===== config.mk =====
export PLATFORM = sky130hd
export DESIGN_NAME = button_click_press_classifier
export DESIGN_NICKNAME = d
export VERILOG_FILES = /design/src/sv/bcpc_pkg.sv /design/src/sv/bcpc_cfg.sv /design/src/sv/bcpc_track.sv /design/src/sv/button_click_press_classifier.sv
export SDC_FILE = /design/constraint.sdc
export NUM_CORES = 1
export LEC_CHECK = 0
export ABC_AREA = 1
export BUFFER_PORTS_ARGS = -buffer_cell sky130_fd_sc_hd__buf_2
export CAP_MARGIN = 20
export CELL_PAD_IN_SITES_DETAIL_PLACEMENT = 1
export CELL_PAD_IN_SITES_GLOBAL_PLACEMENT = 2
export CORE_MARGIN = 4
export CORE_UTILIZATION = 37
export CTS_CLUSTER_DIAMETER = 60
export DETAILED_ROUTE_END_ITERATION = 10
export PLACE_DENSITY_LB_ADDON = 0.1
export REMOVE_ABC_BUFFERS = 1
export SYNTH_ARGS = -nofsm -noshare
export SYNTH_HDL_FRONTEND = slang
export SYNTH_HIERARCHICAL = 1
export SYNTH_SLANG_ARGS = --single-unit
export TNS_END_PERCENT = 1

===== constraint.sdc =====
create_clock -name i_clk -period 7.5 [get_ports i_clk]
set_input_delay 0.75 -clock i_clk [delete_from_list [all_inputs] [get_ports i_clk]]
set_output_delay 0.75 -clock i_clk [all_outputs]
set_load 0.05 [all_outputs]

===== src/sv/bcpc_pkg.sv =====
// ============================================================================
// bcpc_pkg - shared definitions for the button click / press classifier
// Register indexes, field widths and reset values used by all modules.
// ============================================================================
`default_nettype none

package bcpc_pkg;

    // Default number of buttons handled by the block.
    localparam int unsigned NUM_BUTTONS_DEF = 4;

    // Width of the hold counter and of both limit registers.
    localparam int unsigned CNT_W   = 14;
    localparam logic [CNT_W-1:0] CNT_MAX = {CNT_W{1'b1}};

    // Configuration port.
    localparam int unsigned CFG_IDX_W = 1;

    typedef enum logic [CFG_IDX_W-1:0] {
        CFG_CLICK_LIMIT   = 1'b0,
        CFG_TIMEOUT_LIMIT = 1'b1
    } t_cfg_reg;

    localparam logic [CNT_W-1:0] CLICK_LIMIT_RST   = CNT_W'(8);
    localparam logic [CNT_W-1:0] TIMEOUT_LIMIT_RST = CNT_W'(10000);

    // Item kinds carried in the mode field.
    typedef enum logic {
        MODE_EDGE = 1'b0,
        MODE_TICK = 1'b1
    } t_mode;

endpackage : bcpc_pkg

`default_nettype wire


===== src/sv/bcpc_cfg.sv =====
// ============================================================================
// bcpc_cfg - configuration registers
// Holds the click and timeout limits, written through the configuration port.
// ============================================================================
`default_nettype none

module bcpc_cfg
    import bcpc_pkg::*;
(
    input  wire logic                 i_clk,
    input  wire logic                 i_rst_n,
    input  wire logic                 i_cfg_valid,
    output logic                      o_cfg_ready,
    input  wire logic [CFG_IDX_W-1:0] i_cfg_index,
    input  wire logic [CNT_W-1:0]     i_cfg_data,
    output logic [CNT_W-1:0]          o_click_limit,
    output logic [CNT_W-1:0]          o_timeout_limit
);

    logic [CNT_W-1:0] r_click_limit;
    logic [CNT_W-1:0] r_timeout_limit;

    // The registers take every write directly, so the port never stalls.
    assign o_cfg_ready = 1'b1;

    always_ff @(posedge i_clk) begin
        if (!i_rst_n) begin
            r_click_limit   <= CLICK_LIMIT_RST;
            r_timeout_limit <= TIMEOUT_LIMIT_RST;
        end else if (i_cfg_valid) begin
            case (t_cfg_reg'(i_cfg_index))
                CFG_CLICK_LIMIT:   r_click_limit   <= i_cfg_data;
                CFG_TIMEOUT_LIMIT: r_timeout_limit <= i_cfg_data;
                default: ;
            endcase
        end
    end

    assign o_click_limit   = r_click_limit;
    assign o_timeout_limit = r_timeout_limit;

endmodule : bcpc_cfg

`default_nettype wire


===== src/sv/bcpc_track.sv =====
// ============================================================================
// bcpc_track - tracking state and per-item update
// Holds the tracked button, hold counter and press flags, and computes the
// result of one item from the current state in a single step.
// ============================================================================
`default_nettype none

module bcpc_track
    import bcpc_pkg::*;
#(
    parameter int unsigned NUM_BUTTONS = NUM_BUTTONS_DEF,
    parameter int unsigned BTN_W       = (NUM_BUTTONS > 1) ? $clog2(NUM_BUTTONS) : 1
) (
    input  wire logic                   i_clk,
    input  wire logic                   i_rst_n,
    input  wire logic                   i_step,
    input  wire logic                   i_mode,
    input  wire logic [BTN_W-1:0]       i_button_index,
    input  wire logic [NUM_BUTTONS-1:0] i_pin_levels,
    input  wire logic [CNT_W-1:0]       i_click_limit,
    input  wire logic [CNT_W-1:0]       i_timeout_limit,
    output logic                        o_click_valid,
    output logic [BTN_W-1:0]            o_click_button,
    output logic [NUM_BUTTONS-1:0]      o_press_mask,
    output logic                        o_busy_res
);

    logic                   r_tracking;
    logic [BTN_W-1:0]       r_tracked_button;
    logic [CNT_W-1:0]       r_hold_count;
    logic [NUM_BUTTONS-1:0] r_press_flags;

    logic                   n_tracking;
    logic [BTN_W-1:0]       n_tracked_button;
    logic [CNT_W-1:0]       n_hold_count;
    logic [NUM_BUTTONS-1:0] n_press_flags;

    logic                   pin_low;
    logic                   index_ok;
    logic [CNT_W-1:0]       count_inc;
    logic [NUM_BUTTONS-1:0] button_bit;
    logic                   click;

    assign pin_low    = ~i_pin_levels[r_tracked_button];
    assign index_ok   = ({1'b0, i_button_index} < (BTN_W+1)'(NUM_BUTTONS));
    assign count_inc  = (r_hold_count < CNT_MAX) ? (r_hold_count + CNT_W'(1)) : r_hold_count;
    assign button_bit = NUM_BUTTONS'(1) << r_tracked_button;

    always_comb begin
        n_tracking       = r_tracking;
        n_tracked_button = r_tracked_button;
        n_hold_count     = r_hold_count;
        n_press_flags    = r_press_flags;
        click            = 1'b0;

        if (t_mode'(i_mode) == MODE_EDGE) begin
            // Edges only matter while idle; they lock onto one button.
            if (!r_tracking && index_ok) begin
                n_tracking       = 1'b1;
                n_tracked_button = i_button_index;
                n_hold_count     = '0;
            end
        end else if (r_tracking) begin
            if (pin_low) begin
                n_hold_count = count_inc;
                if (count_inc >= i_click_limit) begin
                    n_press_flags = r_press_flags | button_bit;
                end
                if (count_inc >= i_timeout_limit) begin
                    n_press_flags = n_press_flags & ~button_bit;
                    n_hold_count  = '0;
                    n_tracking    = 1'b0;
                end
            end else begin
                // Release: a zero count is a bounce, a short count a click,
                // anything longer ends the long press.
                if (r_hold_count != '0) begin
                    if (r_hold_count < i_click_limit) begin
                        click = 1'b1;
                    end else begin
                        n_press_flags = r_press_flags & ~button_bit;
                    end
                end
                n_hold_count = '0;
                n_tracking   = 1'b0;
            end
        end
    end

    always_ff @(posedge i_clk) begin
        if (!i_rst_n) begin
            r_tracking       <= 1'b0;
            r_tracked_button <= '0;
            r_hold_count     <= '0;
            r_press_flags    <= '0;
        end else if (i_step) begin
            r_tracking       <= n_tracking;
            r_tracked_button <= n_tracked_button;
            r_hold_count     <= n_hold_count;
            r_press_flags    <= n_press_flags;
        end
    end

    assign o_click_valid  = click;
    assign o_click_button = click ? r_tracked_button : '0;
    assign o_press_mask   = n_press_flags;
    assign o_busy_res     = n_tracking;

endmodule : bcpc_track

`default_nettype wire


===== src/sv/button_click_press_classifier.sv =====
// ============================================================================
// button_click_press_classifier - click / long-press detector for buttons
// Classifies pushes of active-low buttons into clicks and long presses.
// ============================================================================
// Usage:
//   Input channel (i_in_valid / o_in_ready) carries one item per transaction:
//   either a falling edge on one button (mode 0, i_button_index) or a
//   debounce tick with all sampled pin levels (mode 1, i_pin_levels).
//   Output channel (o_out_valid / i_out_ready) returns exactly one result per
//   input transaction, in order: click event, press mask and busy flag.
//   Configuration channel (i_cfg_valid / o_cfg_ready) writes the click limit
//   (index 0) and the timeout limit (index 1); it is always ready and should
//   only be used while no items are in flight.
//   Path: an accepted item waits in the input register, and its result is
//   written to the result register. Throughput is one item per cycle while
//   the receiver does not stall; it is set by the combinational update of
//   the tracking state between the input register and the result register.
//   When the receiver stalls, the result register holds its transaction and
//   the input register still takes one more item; after that o_in_ready drops
//   until the result is taken.
//   Synchronous active-low reset clears the tracking state, press flags and
//   both pipeline valid flags, and restores the default limits (8 and 10000).
// ============================================================================
`default_nettype none

module button_click_press_classifier
    import bcpc_pkg::*;
#(
    parameter int unsigned NUM_BUTTONS = NUM_BUTTONS_DEF,
    parameter int unsigned BTN_W       = (NUM_BUTTONS > 1) ? $clog2(NUM_BUTTONS) : 1
) (
    input  wire logic                   i_clk,
    input  wire logic                   i_rst_n,
    // Input channel
    input  wire logic                   i_in_valid,
    output logic                        o_in_ready,
    input  wire logic                   i_mode,
    input  wire logic [BTN_W-1:0]       i_button_index,
    input  wire logic [NUM_BUTTONS-1:0] i_pin_levels,
    // Output channel
    output logic                        o_out_valid,
    input  wire logic                   i_out_ready,
    output logic                        o_click_valid,
    output logic [BTN_W-1:0]            o_click_button,
    output logic [NUM_BUTTONS-1:0]      o_press_mask,
    output logic                        o_busy_res,
    // Configuration channel
    input  wire logic                   i_cfg_valid,
    output logic                        o_cfg_ready,
    input  wire logic [CFG_IDX_W-1:0]   i_cfg_index,
    input  wire logic [CNT_W-1:0]       i_cfg_data
);

    // Input register.
    logic                   r_in_valid;
    logic                   r_mode;
    logic [BTN_W-1:0]       r_button_index;
    logic [NUM_BUTTONS-1:0] r_pin_levels;

    // Result register.
    logic                   r_out_valid;
    logic                   r_click_valid;
    logic [BTN_W-1:0]       r_click_button;
    logic [NUM_BUTTONS-1:0] r_press_mask;
    logic                   r_busy_res;

    logic                   in_take;
    logic                   step;

    logic [CNT_W-1:0]       click_limit;
    logic [CNT_W-1:0]       timeout_limit;

    logic                   res_click_valid;
    logic [BTN_W-1:0]       res_click_button;
    logic [NUM_BUTTONS-1:0] res_press_mask;
    logic                   res_busy_res;

    // The item in the input register is processed when the result register
    // is empty or being drained in this same cycle.
    assign step       = r_in_valid && (!r_out_valid || i_out_ready);
    assign o_in_ready = !r_in_valid || step;
    assign in_take    = i_in_valid && o_in_ready;

    bcpc_cfg u_cfg (
        .i_clk           (i_clk),
        .i_rst_n         (i_rst_n),
        .i_cfg_valid     (i_cfg_valid),
        .o_cfg_ready     (o_cfg_ready),
        .i_cfg_index     (i_cfg_index),
        .i_cfg_data      (i_cfg_data),
        .o_click_limit   (click_limit),
        .o_timeout_limit (timeout_limit)
    );

    bcpc_track #(
        .NUM_BUTTONS (NUM_BUTTONS),
        .BTN_W       (BTN_W)
    ) u_track (
        .i_clk           (i_clk),
        .i_rst_n         (i_rst_n),
        .i_step          (step),
        .i_mode          (r_mode),
        .i_button_index  (r_button_index),
        .i_pin_levels    (r_pin_levels),
        .i_click_limit   (click_limit),
        .i_timeout_limit (timeout_limit),
        .o_click_valid   (res_click_valid),
        .o_click_button  (res_click_button),
        .o_press_mask    (res_press_mask),
        .o_busy_res      (res_busy_res)
    );

    // Input register control.
    always_ff @(posedge i_clk) begin
        if (!i_rst_n) begin
            r_in_valid <= 1'b0;
        end else if (in_take) begin
            r_in_valid <= 1'b1;
        end else if (step) begin
            r_in_valid <= 1'b0;
        end
    end

    // Input register payload.
    always_ff @(posedge i_clk) begin
        if (in_take) begin
            r_mode         <= i_mode;
            r_button_index <= i_button_index;
            r_pin_levels   <= i_pin_levels;
        end
    end

    // Result register control.
    always_ff @(posedge i_clk) begin
        if (!i_rst_n) begin
            r_out_valid <= 1'b0;
        end else if (step) begin
            r_out_valid <= 1'b1;
        end else if (i_out_ready) begin
            r_out_valid <= 1'b0;
        end
    end

    // Result register payload.
    always_ff @(posedge i_clk) begin
        if (step) begin
            r_click_valid  <= res_click_valid;
            r_click_button <= res_click_button;
            r_press_mask   <= res_press_mask;
            r_busy_res     <= res_busy_res;
        end
    end

    assign o_out_valid    = r_out_valid;
    assign o_click_valid  = r_click_valid;
    assign o_click_button = r_click_button;
    assign o_press_mask   = r_press_mask;
    assign o_busy_res     = r_busy_res;

endmodule : button_click_press_classifier

`default_nettype wire


# Word-level counts from Yosys, hierarchy flattened
# Index checks and enable logic that the tools add are counted.
# totals
input_bits,27
word_cells,75
register_bits,66
out_inout_bits,11
# classes
n_addsub,1
shifts,1
bitwise_logic,7
eq_ne,2
n_lt_le_gt_ge,5
n_mux,31
reduce_logical,13
# ops
operator,count
$mux W14,6
$mux W4,10
$ge A14 B14 Y1,2
$add A14 B1 Y14 const B,1
$lt A14 B14 Y1,1
$lt A14 B14 Y1 const B,1
$mux W1,14
$reduce_bool A14 Y1,1
$and A4 B4 Y4,2
$reduce_and A3 Y1,2
$not A4 Y4,1
$or A4 B4 Y4,1
$reduce_and A2 Y1,2
$reduce_bool A2 Y1,2
$shl A1 B2 Y4 const A,1
$lt A2 B3 Y1 const B,1
$not A1 Y1,3
$bmux W1 S2,1
$logic_and A1 B1 Y1,2
$logic_not A1 Y1,2
$logic_or A1 B1 Y1,2
$ne A2 B1 Y1 const B,1
$ne A2 B2 Y1 const B,1

# Longest topological paths before layout
# Gate-level depths: netlist (run 1).
# depth
depth_word,12
ltp_mapped,22
mapped_depth_nobuf,22

# By module
# The synthesis (run 1) kept the hierarchy.
# modules_own_cells
mod,cells_per_inst,seq_area_each_um2,n_inst,area_per_inst_um2
bcpc_track,442,420.4,1,2655.0
bcpc_cfg,154,560.5,1,1129.8
button_click_press_classifier,28,490.5,1,545.5

# Least setup slack after synthesis (run 1)
# OpenSTA, ideal clock, no wires.
# synth_timing
kind,flip-flop to flip-flop
from,register u_track.r_hold_count[0]
to,register r_press_mask[0] (netlist: o_press_mask[0]) (data pin)
slack_ps,4822
stages_incl_launch_ff,21
t_required_ps,7249
synth_period_minus_slack_ps,2678
arrival_ps,2427
n_path_buf,0
cell_sequence,dfxtp_1 > ha_1 > nand2_2 > nor2_2 > nand3_2 > nor2_2 > inv_2 > a21oi_1 > inv_2 > ha_1 > nand2_1 > nor2_1 > nand2_1 > nor2_1 > nor2_1 > nand2_1 > nor2_8 > nor2_1 > nand3_1 > nand2_1 > inv_1
# synth_via
elab_chain_len,12
elab_cells_between_ends,18
classes_between,add/sub (1); order compare (4); mux (11); bitwise (1); reduce/logical (1)
# synth_rtl
element,line,source
"start, declared",bcpc_track.sv:30,logic [CNT_W-1:0] r_hold_count;
"start signal, assigned",bcpc_track.sv:99,r_hold_count <= n_hold_count;
$add A14 B1 Y14 or $lt A14 B14 Y1 (tied branches),bcpc_track.sv:46,assign count_inc = (r_hold_count < CNT_MAX) ? (r_hold_count + CNT_W'(1)) : r_hold_count;
$mux W14,bcpc_track.sv:46,
$ge A14 B14 Y1,bcpc_track.sv:66,if (count_inc >= i_click_limit) begin
$mux W4,bcpc_track.sv:66,
$mux W4,bcpc_track.sv:64,if (pin_low) begin
$mux W4,bcpc_track.sv:63,end else if (r_tracking) begin
$mux W4,bcpc_track.sv:56,if (t_mode'(i_mode) == MODE_EDGE) begin
$and A4 B4 Y4,bcpc_track.sv:70,n_press_flags = n_press_flags & ~button_bit;
$mux W4,bcpc_track.sv:69,if (count_inc >= i_timeout_limit) begin
$mux W4 *,bcpc_track.sv:64,
$mux W4 *,bcpc_track.sv:63,
$mux W4 *,bcpc_track.sv:56,
named net res_press_mask[0],button_click_press_classifier.sv:75,logic [NUM_BUTTONS-1:0] res_press_mask;
"end signal, assigned",button_click_press_classifier.sv:149,r_press_mask <= res_press_mask;
"end, declared",button_click_press_classifier.sv:64,logic [NUM_BUTTONS-1:0] r_press_mask;
# Mark *: on every way through the listed nets, which the timed path passes. The rest lies on a longest branch. The select of a mux whose other input is x is not followed.
# A chain may end at the register's enable or synchronous reset.

# Worst setup path in the final report (run 1)
# Same ends and word-level chain as after synthesis.

==> results.sh, run 1 <==
export IMPL_run_status="finished clean"
export IMPL_filler_cell_count=1507
export IMPL_core_region_area_mm2=0.0114
export IMPL_grt_pass1_vias=3936
export IMPL_post_place_cells=789
export IMPL_grt_pass1_wl_um=19600
export IMPL_power_density_mw_per_mm2=185
export IMPL_clk_root_buffer_cell="sky130_fd_sc_hd__clkbuf_16"
export IMPL_ffs_latches_synth=66
export IMPL_synthToLayoutAreaGrowth_pct=12.3
export IMPL_number_of_flops_mapped_to_enable_cells_by_yosys=15
export IMPL_synth_seq_area_share_pct=34.0
export IMPL_grt_start_max_net_pins=37
export IMPL_worst_hold_path_endpoint="u_cfg/o_timeout_limit[10]"
export IMPL_synth_async_sr_flop_share_pct=0
export IMPL_postSynthCellCount=624
export IMPL_yosys_most_used_dff="sky130_fd_sc_hd__dfxtp_1"
export IMPL_critical_path_peak_fanout=18
export IMPL_max_clock_freq_mhz=307
export IMPL_netSwitchingPower_w=0.000251
export IMPL_synth_cell_area_mm2=0.00433
export IMPL_worst_ep_required_time_ns=7.59
export IMPL_clockPowerShare_pct=43.5
export IMPL_htreeDepth=3
export IMPL_seq_power_share_pct=43.4
export IMPL_power_leakage_nw=2.48
export IMPL_critPathMostFrequentCell="sky130_fd_sc_hd__nand2_1"
export IMPL_reg2regPathDepth=20
export IMPL_die_height_um=116
export IMPL_fin_total_pwr_w=0.000900
export IMPL_globalRoute_totalOverflow=0
export IMPL_period_minus_ws_final_ns=3.26
export IMPL_final_antenna_net_count=0
export IMPL_clock_tree_from_tritoncts="yes"
export IMPL_ios=38
export IMPL_final_cell_count_no_fill=806
export IMPL_finalHoldViolations=0
export IMPL_cts_num_sinks=66
export IMPL_end_kind="flip-flop"
export IMPL_worstHoldPathType="flip-flop to flip-flop"
export IMPL_ir_worst_vdd_mv=0.143
export IMPL_io_buffer_count=36
export IMPL_wl_um=11800
export IMPL_antenna_found_initial=0
export IMPL_antenna_diodes=0
export IMPL_drtPass1Iterations=4
export IMPL_critPathSlowestCell="sky130_fd_sc_hd__dfxtp_1"
export IMPL_post_synth_fa_ha_maj_area_fraction_pct=12.7
export IMPL_gr_usage_all_layers_pct=19.0
export IMPL_min_period_over_period_pct=43.4
export IMPL_synth_compound_area_share_pct=7.51
export IMPL_final_net_count=729
export IMPL_cts_resized=0
export IMPL_synth_mux_area_fraction_pct=0
export IMPL_timing_setup_critical_path_class="flip-flop to flip-flop"
export IMPL_fp_dieW_um=116
export IMPL_setup_tns_ns=0
export IMPL_r2r_slack_ns=4.24
export IMPL_avgSynthCellArea_um2=6.94
export IMPL_place_gp_congestion=0.838
export IMPL_layout_drive_gt1_share_pct=12.8
export IMPL_clk_pin_slew_ns=0.06
export IMPL_starting_density_pct=37.9
export IMPL_drt_vias_per_instance=4.77
export IMPL_maxSlewViolCount=0
export IMPL_synth_distinct_cells=35
export IMPL_timing_rr_end="o_press_mask[0]"
export IMPL_finish_utilization_pct=42.6
export IMPL_finClkSkew_ns=0.00516
export IMPL_chain_of_cells_forming_the_critical_path="ha_1, nand2_2, nor2_2, nand3_2, nor2_2, nand2_1, nand2_1, nand2_1, ha_1, nand2_1, nor2_1, nand2_1, nor2_1, nor2_1, nand2_1, nor2_8, nor2_1, nand3_1, nand2_1, inv_1"
export IMPL_cts_hold_repair_buffers=0
export IMPL_die_area_mm2=0.0135
export IMPL_critical_path_arrival_ns=3.35
export IMPL_row_count=39
export IMPL_worst_slew_pin_transition_ns=0.622
export IMPL_min_delay_path_depth=2
export IMPL_final_common_cell="sky130_fd_sc_hd__nand2_1"
export IMPL_hold_slack_ns=0.477
export IMPL_cap_viol_max_count=0
export IMPL_synth_simple_gate_area_share_pct=31.3
export IMPL_yosysWarnings=6
export IMPL_worst_slew_margin_rel_pct=58.5
export IMPL_power_switching_share_pct=27.9
export IMPL_postCtsSetupBuffers=0
export IMPL_critical_path_max_stage_delay_ns=0.41
export IMPL_dp_hpwl_um=9240
export IMPL_synth_xor_xnor_area_share_pct=1.21
export IMPL_worstSkewPairLatency_ns=0.34
export IMPL_post_route_drc_count=0
export IMPL_report_final_setup_viol=0
export IMPL_detailroute_via_count=3845
export IMPL_timing_critical_path_from_type="flip-flop"
export IMPL_setup_repair_after_global_routing_missed_its_margin="false"
export IMPL_intPower_w=0.000649
export IMPL_wire_per_inst_um=14.7
export IMPL_max_clock_path_buffers=2
export IMPL_combinational_power_share_pct=13.0
export IMPL_cts_buffers=9
export IMPL_reg2reg_from="u_track/r_hold_count[0]"
export IMPL_layout_common_cells="sky130_fd_sc_hd__nand2_1 (158), sky130_fd_sc_hd__inv_1 (109), sky130_fd_sc_hd__nor2_1 (76)"
export IMPL_drt_initial_drc_count=151
export IMPL_synth_top_family_by_area="simple AND/OR/NAND/NOR gates"
export IMPL_worst_hold_startpoint="u_cfg/o_timeout_limit[10]"
## worst max path at each step
stage,from,to,slack (ns),cells after the start
floorplan,i_out_ready,u_track/r_hold_count[0],4.70,8
global placement,u_track/r_hold_count[1],o_press_mask[0],4.36,20
detailed placement,u_track/r_hold_count[0],o_press_mask[0],4.23,20
CTS,u_track/r_hold_count[0],o_press_mask[0],4.21,20
global route,u_track/r_hold_count[4],o_press_mask[0],3.87,18
finish,u_track/r_hold_count[0],o_press_mask[0],4.24,20
## flip-flops by register name, summed over array words and instances (netlist names)
register and cells:
o_busy_res 1, u_track/r_tracked_button 2, o_click_button 2, r_button_index 2, o_out_valid 1, r_in_valid 1
u_track/r_hold_count 14, u_cfg/o_timeout_limit 14, r_mode 1, u_cfg/o_click_limit 14, o_press_mask 4, r_pin_levels 4
o_click_valid 1, u_track/r_tracking 1, u_track/r_press_flags 4
## critical path, delay by kind of cell (launching register included)
kind          cells  cell delay (ns)
buf+inv           1             0.05
flops             1             0.41
fa+ha+maj         2             0.55
simple gates     17             2.01
## synth_stat cells, drive strengths merged, types with 3 or more instances
cell type / instances / area share [%]
ha: 44 / 13
o21ai: 24 / 2.9
edfxtp: 15 / 10
nand2: 161 / 14
inv: 119 / 10
clkbuf: 3 / 0.26
xor2: 5 / 1.0
a21oi: 35 / 4.2
nor2: 84 / 8.4
buf: 12 / 2.4
nand3: 56 / 7.4
nor3: 6 / 0.81
dfxtp: 51 / 24
nand4: 3 / 0.43
## kinds of logic after synthesis
logic type                 count (synthesis)
buffers and inverters                    135
AOI/OAI and AO/OA                         61
and+or+nand+nor                          311
xor gates and xnor gates                   6
DFF                                       66
other                                      1
adders and majority gates                 44
## per-stage QoR
step | setup slack, ns | area [um^2]
after global placement | 4.36 | 4580
after global routing | 3.87 | 4860
final | 4.24 | 4860
after floorplan | 4.70 | 4220
after CTS | 4.21 | 4850
after detailed placement | 4.23 | 4580
## layer usage
metal	global-route usage [%]	up-vias	routed length, um
li1	-	2011	-
met1	26.2	1781	6000
met2	30.0	40	5290
met3	3.21	13	338
met4	6.57	0	182
met5	0	-	0
## power groups by stage
stage | sequential [W] | clock, W | combinational [W]
2_1_floorplan | 0.000404 | 0 | 0.0000717
3_3_place_gp | 0.000398 | 0 | 0.000114
3_5_place_dp | 0.000399 | 0 | 0.000118
4_1_cts | 0.000392 | 0.000406 | 0.000119
5_1_grt | 0.000394 | 0.000423 | 0.000135
6_report | 0.000391 | 0.000392 | 0.000117
## area by class of cell
cell class | count | area [um^2] | share of cell area, %
Multi-Input combinational cell | 423 | 2290 | 47.1
Tap cell | 143 | 179 | 3.68
Inverter | 120 | 454 | 9.34
Timing Repair Buffer | 38 | 195 | 4.01
Clock inverter | 5 | 30.0 | 0.618
Sequential cell | 66 | 1470 | 30.3
Clock buffer | 11 | 243 | 4.99
Power figures use the tool's default switching activity.
==> run 2, diff against run 1 <==
--- a/config.mk
+++ b/config.mk
@@ -5,7 +5,7 @@
 export SDC_FILE = /design/constraint.sdc
 export NUM_CORES = 1
 export LEC_CHECK = 0
-export ABC_AREA = 1
+export ABC_AREA = 0
 export BUFFER_PORTS_ARGS = -buffer_cell sky130_fd_sc_hd__buf_2
 export CAP_MARGIN = 20
 export CELL_PAD_IN_SITES_DETAIL_PLACEMENT = 1
==> constraint.sdc (replaced) <==
create_clock -name i_clk -period 3.2 [get_ports i_clk]
set_input_delay 0.32 -clock i_clk [delete_from_list [all_inputs] [get_ports i_clk]]
set_output_delay 0.32 -clock i_clk [all_outputs]
set_load 0.05 [all_outputs]
==> run 2 against run 1 <==
  * Combinational power rose to 3.2 times the previous value
  * Sequential power rose by 130%
  * Global-route usage fell by 0.065 points
  * Clock skew rose by 0.0071 ns
  * Clock-buffer cell count fell by 1
  * The flow now finishes with violations (negative setup slack)
  * Critical endpoint is now u_track/r_hold_count[3]
  * Non-clock buffer count rose by 43
  * Sequential share of layout area fell by 1.3 points
==> results.sh, run 2 <==
export IMPL_synth_area_leaders="sky130_fd_sc_hd__dfxtp_1 (25%), sky130_fd_sc_hd__ha_1 (14%), sky130_fd_sc_hd__edfxtp_1 (11%)"
export IMPL_avgSynthCellArea_um2=8.97
export IMPL_clockPowerShare_pct=41.7
export IMPL_yosysWarnings=6
export IMPL_die_height_um=113
export IMPL_power_density_mw_per_mm2=431
export IMPL_setup_tns_ns=-0.0530
export IMPL_gr_usage_all_layers_pct=18.9
export IMPL_post_route_drc_count=0
export IMPL_drtPass1Iterations=4
export IMPL_fin_total_pwr_w=0.00220
export IMPL_number_of_flops_mapped_to_enable_cells_by_yosys=15
export IMPL_clock_tree_from_tritoncts="yes"
export IMPL_critical_path_arrival_ns=3.47
export IMPL_setup_repair_after_global_routing_missed_its_margin="true"
export IMPL_worstHoldPathType="primary input to flip-flop"
export IMPL_report_final_setup_viol=3
export IMPL_final_common_cell="sky130_fd_sc_hd__nand2_1"
export IMPL_max_clock_path_buffers=2
export IMPL_die_area_mm2=0.0128
export IMPL_worst_slew_pin_transition_ns=0.646
export IMPL_synth_async_sr_flop_share_pct=0
export IMPL_htreeDepth=3
export IMPL_row_count=38
export IMPL_finClkSkew_ns=0.0122
export IMPL_synth_most_common_cell="sky130_fd_sc_hd__nand2_1"
export IMPL_min_period_over_period_pct=101
export IMPL_timing_setup_critical_path_class="flip-flop to flip-flop"
export IMPL_synth_top_area_share_pct=25.1
export IMPL_synth_cells_most_frequent="sky130_fd_sc_hd__nand2_1 (61), sky130_fd_sc_hd__dfxtp_1 (51), sky130_fd_sc_hd__inv_1 (48)"
export IMPL_final_antenna_net_count=0
export IMPL_run_status="finished, violations left"
export IMPL_io_buffer_count=36
export IMPL_antenna_diodes=0
export IMPL_drt_initial_drc_count=95
export IMPL_cts_hold_repair_buffers=0
export IMPL_clk_root_buffer_cell="sky130_fd_sc_hd__clkbuf_8"
export IMPL_cap_viol_max_count=0
export IMPL_timing_rr_end="u_track/r_hold_count[3]"
export IMPL_min_delay_path_depth=1
export IMPL_reg2regPathDepth=15
export IMPL_timing_critical_path_from_type="flip-flop"
export IMPL_starting_density_pct=37.7
export IMPL_intPower_w=0.00160
export IMPL_ios=38
export IMPL_synthToLayoutAreaGrowth_pct=25.5
export IMPL_hold_slack_ns=0.131
export IMPL_postSynthCellCount=454
export IMPL_reg2reg_from="u_track/r_hold_count[1]"
export IMPL_worst_ep_required_time_ns=3.44
export IMPL_layout_common_cells="sky130_fd_sc_hd__nand2_1 (60), sky130_fd_sc_hd__inv_1 (47), sky130_fd_sc_hd__dfxtp_1 (45)"
export IMPL_cts_buffers=9
export IMPL_synth_cell_area_mm2=0.00407
export IMPL_worst_hold_startpoint="i_button_index[0]"
export IMPL_worst_slew_margin_rel_pct=56.9
export IMPL_seq_power_share_pct=41.5
export IMPL_finalWorstSetupSlack_ns=-0.0298
export IMPL_worst_hold_path_endpoint="r_button_index[0]"
export IMPL_worstSkewPairLatency_ns=0.36
export IMPL_drt_vias_per_instance=5.26
export IMPL_netSwitchingPower_w=0.000599
export IMPL_period_minus_ws_final_ns=3.23
export IMPL_wire_per_inst_um=17.4
export IMPL_ir_worst_vdd_mv=0.190
export IMPL_core_region_area_mm2=0.0108
export IMPL_ffs_latches_synth=66
export IMPL_yosys_most_used_dff="sky130_fd_sc_hd__dfxtp_1"
export IMPL_grt_pass1_vias=3779
export IMPL_clk_pin_slew_ns=0.08
export IMPL_place_gp_congestion=0.814
export IMPL_layout_drive_gt1_share_pct=27.2
export IMPL_synth_seq_area_share_pct=36.1
export IMPL_grt_start_max_net_pins=45
export IMPL_power_leakage_nw=2.29
export IMPL_fp_dieW_um=113
export IMPL_antenna_found_initial=0
export IMPL_final_net_count=599
export IMPL_r2r_slack_ns=-0.03
export IMPL_power_switching_share_pct=27.2
export IMPL_max_clock_freq_mhz=310
export IMPL_violated_checks="negative setup slack"
export IMPL_dp_hpwl_um=8730
export IMPL_globalRoute_totalOverflow=0
export IMPL_finalHoldViolations=0
export IMPL_synth_largest_area_cell="sky130_fd_sc_hd__dfxtp_1"
export IMPL_critical_path_peak_fanout=18
export IMPL_grt_pass1_wl_um=19200
export IMPL_combinational_power_share_pct=16.8
export IMPL_detailroute_via_count=3543
export IMPL_synth_distinct_cells=57
export IMPL_cts_num_sinks=66
export IMPL_end_kind="flip-flop"
export IMPL_maxSlewViolCount=0
export IMPL_wl_um=11700
==> run 2: area by class of cell <==
type,count,area [um^2]
Tap cell,140,175
Clock inverter,6,110
Inverter,48,180
Timing Repair Buffer,81,534
Multi-Input combinational cell,322,2480
Clock buffer,10,149
Sequential cell,66,1480
Fill cell,1242,5680
==> run 2: repair_timing <==
| action | CTS | global route |
|---|---|---|
| endpoints found under the setup margin | 11 | 24 |
| resized for setup | 19 | 24 |
| pin swaps | 8 | 8 |
| setup buffers | 2 | 2 |
==> run 2: metrics by stage <==
stage	setup slack, ns	area, um^2	instances	utilization (%)
2_1_floorplan	-0.453	3940	436	-
3_3_place_gp	-0.00700	4620	653	42.8
3_5_place_dp	-0.191	4620	653	42.8
4_1_cts	-0.112	4990	671	46.2
5_1_grt	-0.153	5110	673	47.4
6_report	-0.0298	5110	673	47.4
==> run 2: worst max path at each step <==
stage                              from                       end  slack (ns)  depth (start not counted)
6_report        u_track/r_hold_count[1]   u_track/r_hold_count[3]       -0.03                         15
5_1_grt        u_track/r_hold_count[10]  u_track/r_press_flags[2]       -0.15                         12
4_1_cts         u_track/r_hold_count[1]           o_press_mask[1]       -0.11                         13
3_5_place_dp    u_track/r_hold_count[1]  u_track/r_press_flags[1]       -0.19                         13
3_3_place_gp   u_track/r_hold_count[10]           o_press_mask[0]      -0.007                         14
2_1_floorplan   u_track/r_hold_count[0]           o_press_mask[0]       -0.45                         11
==> run 2: cells by family (layout without fill, tap and decap cells) <==
| group | after synthesis | after routing | synth area share (%) |
|---|---|---|---|
| flops | 66 | 66 | 36.1 |
| xor+xnor | 8 | 8 | 1.72 |
| buf+inv | 66 | 145 | 7.65 |
| compound gates | 93 | 93 | 15.4 |
| fa+ha+maj | 44 | 44 | 13.5 |
| other cells | 1 | 1 | 0.0920 |
| mux | 25 | 25 | 6.54 |
| simple gates | 151 | 151 | 19.0 |
==> run 2: worst max-delay path, cell delays in order, from the launching register on <==
cell                       delay [ns]
sky130_fd_sc_hd__dfxtp_2         0.36
sky130_fd_sc_hd__ha_4            0.15
sky130_fd_sc_hd__nand2_4         0.05
sky130_fd_sc_hd__or3_4           0.37
sky130_fd_sc_hd__or3_4           0.34
sky130_fd_sc_hd__mux2_4          0.33
sky130_fd_sc_hd__ha_4            0.27
sky130_fd_sc_hd__nand4_1         0.13
sky130_fd_sc_hd__nor4_2          0.30
sky130_fd_sc_hd__buf_4           0.17
sky130_fd_sc_hd__buf_6           0.10
sky130_fd_sc_hd__a211oi_4        0.06
sky130_fd_sc_hd__buf_12          0.16
sky130_fd_sc_hd__buf_4           0.14
sky130_fd_sc_hd__a21oi_2         0.13
sky130_fd_sc_hd__a31oi_1         0.05
==> run 2: power by group through the flow <==
stage	Combinational [W]	Sequential, W	Clock, W
2_1_floorplan	0.000191	0.000944	0
3_5_place_dp	0.000351	0.000930	0
5_1_grt	0.000410	0.000920	0.000980
3_3_place_gp	0.000345	0.000928	0
4_1_cts	0.000364	0.000915	0.000944
6_report	0.000369	0.000914	0.000918
==> run 2: per-layer routing <==
layer	up-vias	track usage (%)	share of wire, %
met5	-	0	0
met4	0	6.41	1.7
met3	13	3.21	3.1
met2	54	29.9	45
met1	1719	26.1	50
li1	1757	-	-
==> run 3, diff against run 2 <==
--- a/config.mk
+++ b/config.mk
@@ -8,13 +8,10 @@
 export ABC_AREA = 0
 export BUFFER_PORTS_ARGS = -buffer_cell sky130_fd_sc_hd__buf_2
 export CAP_MARGIN = 20
-export CELL_PAD_IN_SITES_DETAIL_PLACEMENT = 1
-export CELL_PAD_IN_SITES_GLOBAL_PLACEMENT = 2
 export CORE_MARGIN = 4
-export CORE_UTILIZATION = 37
+export CORE_UTILIZATION = 45
 export CTS_CLUSTER_DIAMETER = 60
 export DETAILED_ROUTE_END_ITERATION = 10
-export PLACE_DENSITY_LB_ADDON = 0.1
 export REMOVE_ABC_BUFFERS = 1
 export SYNTH_ARGS = -nofsm -noshare
 export SYNTH_HDL_FRONTEND = slang
==> run 3 against run 2 <==
  * The run still ends with negative setup slack left
  * Clock-buffer cell count stayed put
  * Flip-flop and latch count stayed put
  * Sequential power is essentially flat
  * Register-to-register slack gained 0.02 ns
  * Non-clock buffer count down 11
  * Critical path depth down 3
  * Routed wire length shrank 17%
  * Critical endpoint is now o_press_mask[0]
  * Largest power group is now registers
  * Highest routed layer unchanged
==> results.sh, run 3 (same netlist as run 2, synthesis figures left out) <==
export IMPL_clock_tree_from_tritoncts="yes"
export IMPL_layout_drive_gt1_share_pct=23.2
export IMPL_clk_root_buffer_cell="sky130_fd_sc_hd__clkbuf_8"
export IMPL_wire_per_inst_um=15.4
export IMPL_critPathSlowestCell="sky130_fd_sc_hd__or3_4"
export IMPL_worst_ep_required_time_ns=3.29
export IMPL_violated_checks="negative setup slack"
export IMPL_wl_um=9680
export IMPL_drt_initial_drc_count=129
export IMPL_finalHoldViolations=0
export IMPL_critical_path_arrival_ns=3.30
export IMPL_placement_setup_worst_slack_ns=-0.0623
export IMPL_max_clock_freq_mhz=311
export IMPL_synthToLayoutAreaGrowth_pct=19.2
export IMPL_antenna_found_initial=0
export IMPL_min_period_over_period_pct=100
export IMPL_row_count=34
export IMPL_grt_pass1_wl_um=15700
export IMPL_maxSlewViolCount=0
export IMPL_layout_common_cells="sky130_fd_sc_hd__nand2_1 (61), sky130_fd_sc_hd__inv_1 (48), sky130_fd_sc_hd__dfxtp_1 (45)"
export IMPL_ir_worst_vdd_mv=0.213
export IMPL_final_net_count=588
export IMPL_worstSkewPairLatency_ns=0.35
export IMPL_detailroute_via_count=3434
export IMPL_cp_bufs_invs=2
export IMPL_globalRoute_totalOverflow=0
export IMPL_ios=38
export IMPL_drt_vias_per_instance=5.45
export IMPL_cap_viol_max_count=0
export IMPL_antenna_diodes=0
export IMPL_power_leakage_nw=2.17
export IMPL_finalWorstSetupSlack_ns=-0.0132
export IMPL_critical_path_peak_fanout=4
export IMPL_report_final_setup_viol=2
export IMPL_timing_critical_path_from_type="flip-flop"
export IMPL_hold_slack_ns=0.155
export IMPL_grt_start_max_net_pins=45
export IMPL_worst_slew_margin_rel_pct=55.7
export IMPL_gr_usage_all_layers_pct=19.1
export IMPL_power_density_mw_per_mm2=426
export IMPL_finClkSkew_ns=0.0149
export IMPL_fin_total_pwr_w=0.00207
export IMPL_post_route_drc_count=0
export IMPL_cts_buffers=9
export IMPL_period_minus_ws_final_ns=3.21
export IMPL_critical_path_max_stage_delay_ns=0.40
export IMPL_cell_family_with_most_cp_delay="simple AND/OR/NAND/NOR gates"
export IMPL_grt_pass1_vias=3268
export IMPL_max_clock_path_buffers=2
export IMPL_clk_pin_slew_ns=0.08
export IMPL_worst_slew_pin_transition_ns=0.664
export IMPL_timing_setup_critical_path_class="flip-flop to flip-flop"
export IMPL_htreeDepth=3
export IMPL_core_region_area_mm2=0.00876
export IMPL_starting_density_pct=46.5
export IMPL_place_gp_congestion=0.977
export IMPL_cts_num_sinks=66
export IMPL_run_status="finished, violations left"
export IMPL_drtPass1Iterations=5
export IMPL_setup_repair_after_global_routing_missed_its_margin="true"
export IMPL_dp_hpwl_um=7490
export IMPL_filler_cell_count=800
export IMPL_final_antenna_net_count=0
export IMPL_fp_dieW_um=103
export IMPL_chain_of_cells_forming_the_critical_path="nand4_4, or3_4, or3_4, mux2_2, ha_1, nand4_1, nor4_1, buf_4, a21oi_4, nor4_2, buf_4, o211ai_1"
export IMPL_die_area_mm2=0.0106
export IMPL_end_kind="flip-flop"
export IMPL_worstHoldPathType="primary input to flip-flop"
export IMPL_final_common_cell="sky130_fd_sc_hd__nand2_1"
export IMPL_die_height_um=103
export IMPL_io_buffer_count=36
[run 3: changes by cell type in the layout (fill, tap and decap cells not counted), sizes merged]
cell	previous run	this run
clkinvlp	1	2
bufinv	3	2
buf	81	70
[run 3: repair_timing]
item,4_1_cts,5_1_grt
pin swaps,1,3
resized for setup,5,18
hold buffers,0,0
buffers inserted,0,0
setup endpoints to repair,6,23
[run 3: routing by layer]
layer,global-route usage [%],vias to the layer above,wire [um]
met5,0,-,0
met4,6.77,0,147
met3,3.25,13,447
met2,28.8,83,4310
met1,27.5,1595,4780
li1,-,1743,-
[run 3: worst paths after layout]
| check | start | end | slack [ns] | cells after the start |
|---|---|---|---|---|
| worst min-delay path | i_button_index[1] | r_button_index[1] | 0.16 | 1 |
| worst max-delay path | u_track/r_hold_count[6] | o_press_mask[0] | -0.01 | 12 |
| worst min register to register | u_cfg/o_click_limit[6] | u_cfg/o_click_limit[6] | 0.46 | 2 |
| worst max register to register | u_track/r_hold_count[6] | o_press_mask[0] | -0.01 | 12 |
[run 3: report_power, final]
| group | total, W | internal (W) | switching (W) |
|---|---|---|---|
| clock network | 0.000792 | 0.000460 | 0.000332 |
| logic | 0.000363 | 0.000145 | 0.000217 |
| registers | 0.000915 | 0.000890 | 0.0000242 |
[run 3: final cells by class]
type,instances,area [um^2],area share (%)
multi-input combinational,322,2390,49.2
clock buffer,10,138,2.83
tap,108,135,2.78
inverter,48,180,3.71
clock inverter,6,87.6,1.80
sequential,66,1480,30.4
timing repair buffer,70,448,9.22
[run 3: metrics by stage]
stage               utilization [%]  TNS, ns  std cells  cell area (um^2)
floorplan                         -    -3.93        436              3940
global placement               51.6   -0.260        614              4530
detailed placement             51.6   -0.205        614              4530
CTS                            54.4  -0.0243        630              4760
global route                   55.4   -0.811        630              4860
finish                         55.4  -0.0227        630              4860
